## config.mk

```make
export PLATFORM = sky130hd
export DESIGN_NAME = sop_front
export DESIGN_NICKNAME = d
export VERILOG_FILES = /design/src/design/sop_pkg.sv /design/src/design/sop_front.sv
export SDC_FILE = /design/constraint.sdc
export NUM_CORES = 1
export LEC_CHECK = 0
export ABC_AREA = 1
export ABC_CLOCK_PERIOD_IN_PS = 7600
export BUFFER_PORTS_ARGS = -buffer_cell sky130_fd_sc_hd__buf_2
export CORE_AREA = 2 2 133 135
export CTS_BUF_LIST = sky130_fd_sc_hd__clkbuf_4
export DETAILED_ROUTE_END_ITERATION = 16
export DIE_AREA = 0 0 135 137
export PLACE_DENSITY_LB_ADDON = 0.25
export SLEW_MARGIN = 0
export SYNTH_ARGS = -nofsm -noshare
export SYNTH_HDL_FRONTEND = slang
export SYNTH_SLANG_ARGS = --single-unit
```

## constraint.sdc

```tcl
create_clock -name clock -period 7.6 [get_ports clock]
set_clock_uncertainty 0.05 [all_clocks]
set_input_delay 1.52 -clock clock [delete_from_list [all_inputs] [get_ports clock]]
set_output_delay 1.52 -clock clock [all_outputs]
set_load 0.02 [all_outputs]
```

## src/design/sop_pkg.sv

```systemverilog
// shared types, constants and codes for the sampled offset prefetcher
package sop_pkg;

   localparam int ADDR_W          = 48;
   localparam int BLOCK_SHIFT     = 6;
   localparam int PRED_DEPTH      = 1024;
   localparam int CONF_BITS       = 3;
   localparam int SAMPLER_DEPTH   = 256;
   localparam int SAMPLER_WAYS    = 4;
   localparam int INIT_CONFIDENCE = 4;

   localparam int SAMPLER_SETS = SAMPLER_DEPTH / SAMPLER_WAYS;
   localparam int SET_BITS     = $clog2(SAMPLER_SETS);
   localparam int TAG_W        = ADDR_W - BLOCK_SHIFT - SET_BITS;
   localparam int SIG_W        = $clog2(PRED_DEPTH);
   localparam int WAY_W        = (SAMPLER_WAYS > 1) ? $clog2(SAMPLER_WAYS) : 1;
   localparam int CONF_MAX     = (1 << CONF_BITS) - 1;
   localparam int INIT_CONF    = (INIT_CONFIDENCE > CONF_MAX) ? CONF_MAX : INIT_CONFIDENCE;

   localparam int THR_W         = 7;
   localparam int DEG_W         = 4;
   localparam int MAX_DEGREE    = 8;
   localparam int PERCENT_SCALE = 100;
   localparam int CMP_W         = 16;

   localparam int CSR_IDX_W  = 4;
   localparam int CSR_DATA_W = 8;
   localparam logic [CSR_IDX_W-1:0] CSR_THRESHOLD = CSR_IDX_W'(0);
   localparam logic [CSR_IDX_W-1:0] CSR_DEGREE    = CSR_IDX_W'(1);
   localparam logic [THR_W-1:0] THRESHOLD_RESET = THR_W'(50);
   localparam logic [DEG_W-1:0] DEGREE_RESET    = DEG_W'(2);

   localparam int QUEUE_DEPTH = 2;
   localparam int QPTR_W      = $clog2(QUEUE_DEPTH);

   typedef struct packed {
      logic              has_pc;
      logic [ADDR_W-1:0] pc;
      logic [ADDR_W-1:0] address;
      logic              secure;
   } req_type;

   typedef struct packed {
      logic [ADDR_W-1:0] prefetch_address;
      logic              last;
   } rsp_type;

   typedef struct packed {
      logic [ADDR_W-1:0] pc;
      logic [ADDR_W-1:0] address;
      logic              secure;
   } job_type;

   typedef struct packed {
      logic              secure;
      logic [TAG_W-1:0]  tag;
      logic [SIG_W-1:0]  sig;
      logic [ADDR_W-1:0] last_address;
      logic [WAY_W-1:0]  age;
   } way_type;

   typedef way_type [SAMPLER_WAYS-1:0] row_type;

   typedef struct packed {
      logic [CONF_BITS-1:0] conf;
      logic [ADDR_W-1:0]    offset;
   } pred_type;

   typedef struct packed {
      logic pop;
      logic clearing;
   } back_status_type;

   typedef enum logic [2:0] {
      S_CLEAR,
      S_IDLE,
      S_LOOKUP,
      S_TRAIN,
      S_CHECK,
      S_EMIT
   } state_type;

endpackage

```

## src/design/sop_front.sv

```systemverilog
// front end: takes request words, drops those without a pc, queues the rest
module sop_front
   import sop_pkg::*;
(
   input  logic            clock,
   input  logic            reset,
   input  logic            req_valid,
   output logic            req_ready,
   input  req_type         req_data,
   input  back_status_type status,
   output logic            q_valid,
   output job_type         q_item
);

   job_type             queue_ff [QUEUE_DEPTH];
   logic [QPTR_W-1:0]   wr_ptr_ff, wr_ptr_in;
   logic [QPTR_W-1:0]   rd_ptr_ff, rd_ptr_in;
   logic [QPTR_W:0]     count_ff, count_in;
   logic                push;
   logic                pop;

   assign req_ready = !status.clearing && (count_ff != (QPTR_W+1)'(QUEUE_DEPTH));
   assign push      = req_valid && req_ready && req_data.has_pc;
   assign pop       = status.pop;
   assign q_valid   = (count_ff != '0);
   assign q_item    = queue_ff[rd_ptr_ff];

   always_comb begin
      wr_ptr_in = push ? wr_ptr_ff + 1'b1 : wr_ptr_ff;
      rd_ptr_in = pop ? rd_ptr_ff + 1'b1 : rd_ptr_ff;
      count_in  = count_ff;
      if (push && !pop) begin
         count_in = count_ff + 1'b1;
      end else if (pop && !push) begin
         count_in = count_ff - 1'b1;
      end
   end

   always_ff @(posedge clock) begin
      if (reset) begin
         wr_ptr_ff <= '0;
         rd_ptr_ff <= '0;
         count_ff  <= '0;
      end else begin
         wr_ptr_ff <= wr_ptr_in;
         rd_ptr_ff <= rd_ptr_in;
         count_ff  <= count_in;
      end
   end

   always_ff @(posedge clock) begin
      if (push) begin
         queue_ff[wr_ptr_ff] <= '{pc: req_data.pc, address: req_data.address,
                                  secure: req_data.secure};
      end
   end

   a_no_pop_when_empty: assert property (@(posedge clock) disable iff (reset)
      pop |-> q_valid)
      else $error("queue popped while empty");

   a_count_bound: assert property (@(posedge clock) disable iff (reset)
      count_ff <= (QPTR_W+1)'(QUEUE_DEPTH))
      else $error("queue count overflow");

   a_full_blocks_input: assert property (@(posedge clock) disable iff (reset)
      (count_ff == (QPTR_W+1)'(QUEUE_DEPTH)) |-> !req_ready)
      else $error("request taken while queue full");

endmodule

```

# [Word-level counts from Yosys, hierarchy flattened]
# Memories as Yosys holds them, arrays and structs flattened. A register that Yosys moved wholly into a read port is not among the register bits.
# Cells that the tools add are included.
[classes] eq_ne=1 mux=6 n_reduce_logical=10 n_addsub=4
[ops] op="$logic_and A1 B1 Y1" n=5
[ops] op="$mux W1" n=4
[ops] op="$mux W2" n=2
[ops] op="$reduce_bool A2 Y1" n=2
[ops] op="$logic_not A1 Y1" n=3
[ops] op="$add A1 B1 Y1 const B" n=2
[ops] op="$add A2 B1 Y2 const B" n=1
[ops] op="$ne A2 B2 Y1 const B" n=1
[ops] op="$sub A2 B1 Y2 const B" n=1
[totals] input_bits=103 mem_count=1 out_inout_bits=99 register_bits=4 mem_bits_rw=194
[mem_list] memory="queue_ff" depth=2 width=97 read_ports=1 rd_clocked_by_memory_dff=1 write_ports=1 line="sop_front.sv:15" source="job_type queue_ff [QUEUE_DEPTH];"

# [Logic depth before layout (Yosys ltp)]
[logic_depth] ltp_word=8 ltp_mapped=11

# [Worst setup path after synthesis]
# OpenSTA, ideal clock, no wires.
[synth_timing] kind="input-to-reg" from="input port req_data[97] (netlist bit)" to="memory queue_ff[0][0] (netlist bit), enable pin" slack_ns=1.234 arrival_time_ns=5.762 stages=4 required_time_ns=6.996 setup_ns=0.554 cell_sequence="nand2_1 > inv_1 > nand3_1 > nor2_1"
[synth_between] elab_chain_cells=3
[synth_rtl] element="start, declared" line="sop_front.sv:9" source="input req_type req_data,"
[synth_rtl] element="$logic_and A1 B1 Y1" line="sop_front.sv:23" source="assign push = req_valid && req_ready && req_data.has_pc;"
[synth_rtl] element="$mux W1" line="sop_front.sv:52" source="if (push) begin"
[synth_rtl] element="$mux W1 (implied by the code)" line="sop_front.sv:53" source="queue_ff[wr_ptr_ff] <= '{pc: req_data.pc, address: req_data.address,"
[synth_rtl] element="end, declared" line="sop_front.sv:15"
# No other way between the ends.

==> metrics.txt <==
Simple-Gate Fraction of Synth Area=0.01068; CP Capture Type=primary output; antenna viol nets, final=0; Die Wd=135 um; 1st-pass router iterations=4; gr usage total=0.1429; sw power=~0.47 mW; DP Cell Count=about 760; sequential-to-total area share from yosys stat=0.8030; Place WS=3.428 ns; Mapped Cells=around 340; clk sinks=199; Hold Path Stages=2; total gr overflow=0; Final Critical Period=~4.3 ns; Yosys cell types=15; xor/xnor cell area share of the yosys netlist=0.001187; Slew headroom=0.1956; final setup margin=between 3 and 4 ns; Final #Nets=660; largest net degree at the start of global routing=65; Cell Rows=48; FF-to-FF setup slack=approximately 4.7 ns; Clock Pin Slew Worst Setup and Hold Paths=around 0.13 ns; Skew-Pair Late Insertion Delay=0.54 ns; CTS tree=yes; share of the synthesized area in compound gates (AO/OA/AOI/OAI)=0.001356; Routed wire per std cell=16.58 um; Max-Cap Viols=0; clk root buf=clkbuf_4; worst-path fanout max=between 60 and 70; Worst Hold Class=flop to flop; Port Buffers=between 200 and 250; unrepaired setup endpoints after global routing=no; ranking of synthesized cells by area=edfxtp_1 79%, mux2_2 10%, mux2_4 6.1%; TritonCTS Buffers=17; Critical Path AT=around 2.7 ns; endpoints failing setup=0; maximum buffer depth of the clock tree=2; postcts setup bufs=0; reg2reg start=count_ff[0]; cell count of the worst reg-to-reg path=5; Reg power frac=0.615; initial antenna violation count=1; Worst IR Drop VDD=around 110 uV; Avg Cell Area, Syn=roughly 21 sq um; post-route clock period utilization=0.5672; layout cell share with drive strength beyond 1=0.5845; Core Util, Final=0.5225; Finished Layout Cells=between 700 and 800; Ports=slightly above 200; P&R area growth vs syn=20.77%; Crit Path Category=flop to primary output; setup TNS=0 ns; slowest cell on the critical path=dfxtp_4; net count after synthesis=about 450; adder-cell area share of the yosys netlist=0.001695; WP data required=between 6 and 7 ns; crit start category=flop; PD cells=approximately 230 mW/mm^2; Yosys reg bits=approximately 200; post-CTS resize count=0; post-synth top area cell=edfxtp_1; synthesized cell area=between 0.007 and 0.008 sq mm; Max stage delay on crit path=between 0.9 and 1 ns; vias in the first global route=roughly 3800; leakage power=between 3 and 4 nW; H-Tree Depth=4; internal power=approximately 1.6 mW; max-slew violations=0; Via density=between 4 and 5; Critical R2R Capture=queue_ff[0][54]; final hold viol count=0; CTS hold repair buffers=0; outcome=complete, no violations; f_max=between 200 and 250 MHz; hold path endpoint=rd_ptr_ff; Hold Startpoint=rd_ptr_ff; register area=~0.006 sq mm; Starting Density=0.4327; layout filler cell count=between 1000 and 1500; first-pass GRT wire length=19.58 mm; combinational power share=0.108; multi-input logic area=0.001323 sq mm; YS warnings=0; top cell type's share of synthesized area=0.7894; Clk network pwr share=0.277; RePlAce Congestion=between 0.7 and 0.8; Slew @ Worst Pin=~1.2 ns; Die Footprint=approximately 0.018 sq mm; dpl hpwl=between 8 and 9 mm; Vias=around 3700; Vert. Die Dim=roughly 140 um; Sw Share=0.2320; DRC Markers=0; largest family of logic cells by synthesized area=multiplexers; core area=0.01706 sq mm; 1st-iter DRT viols=246; mux contribution to synthesized area=0.1633; DRT Wirelength=13.18 mm; worst path cell trace=buf_4, mux2_2, buf_2
## worst max-delay path: cells and delay by family (launching register included)
kind	cells	cell delay [ns]
buffers and inverters	2	0.80
muxes	1	0.41
DFF	1	0.96
## registers in the layout, summed over array words and instances, names as in the netlist, named ones only
signal     flops
count_ff       2
queue_ff     194
rd_ptr_ff      1
wr_ptr_ff      1
## worst max path at each step
| stage | start | slack (ns) | to | depth (start not counted) |
|---|---|---|---|---|
| floorplan | req_data[97] | 1.23 | queue_ff[0][0] | 4 |
| global placement | req_data[97] | 3.54 | queue_ff[0][77] | 6 |
| detailed placement | status[0] | 3.43 | queue_ff[0][55] | 5 |
| CTS | flop | 3.14 | q_item[84] | 3 |
| global route | flop | 3.05 | q_item[84] | 3 |
| finish | flop | 3.29 | q_item[84] | 3 |
## power by group through the flow
stage	sequential, mW	clock, mW	combinational (mW)
after floorplan	1.26	0	0.155
after global placement	1.27	0	0.218
after detailed placement	1.28	0	0.222
after CTS	1.25	0.585	0.223
after global routing	1.25	0.626	0.235
final	1.25	0.562	0.219
## per-layer routing
layer  GRT usage  vias to the layer above  wire length (um)
li1            -                     1757                 -
met1      0.1707                     1810              5462
met2      0.2383                      142              6524
met3     0.05630                       13               997
met4     0.04745                        0               197
met5           0                        -                 0
## Yosys cell counts
master,n
mux2_2,67
xnor2_1,1
mux2_4,30
nand2_1,10
buf_2,6
ha_1,1
buf_6,5
o21ai_0,1
inv_1,14
nand4_1,2
nor2_1,5
edfxtp_1,194
a21oi_1,1
nand3_1,2
dfxtp_1,5
## area by class of cell
class                   instances  area share
clock inverters                13     0.01741
multi-input cells             120      0.1484
well taps                     225     0.03159
repair buffers                204      0.1154
flip-flops and latches        199      0.6653
clock buffers                  18     0.01516
diodes                          2   0.0005616
inverters                      14    0.006177
## logic make-up (layout without fill, tap and decap cells)
kind of cell	Yosys count	in the layout
muxes	97	97
buffers and inverters	25	249
AOI/OAI and AO/OA	2	2
other	0	2
DFF	199	199
and+or+nand+nor	19	19
adders and majority gates	1	1
xor gates and xnor gates	1	1
## cells in the final DEF, fill, tap and decap left out, types with 3 or more instances in the layout
cell       instances
inv_1             13
dfxtp_1            4
bufinv_16          3
clkbuf_4          18
buf_2            201
nand2_1           10
mux2_4            30
buf_4              3
edfxtp_1         194
clkinv_1           3
mux2_2            67
nor2_1             4
## through the flow
step / total power [mW] / cell area, sq um / hold slack (ns)
3_5_place_dp: 1.498 / 8617 / 0.4471
6_report: 2.031 / 8912 / 0.4778
3_3_place_gp: 1.492 / 8617 / 0.4422
5_1_grt: 2.115 / 8907 / 0.5379
4_1_cts: 2.059 / 8907 / 0.4833
2_1_floorplan: 1.417 / 7380 / 0.4299
Power figures use the tool's default switching activity.
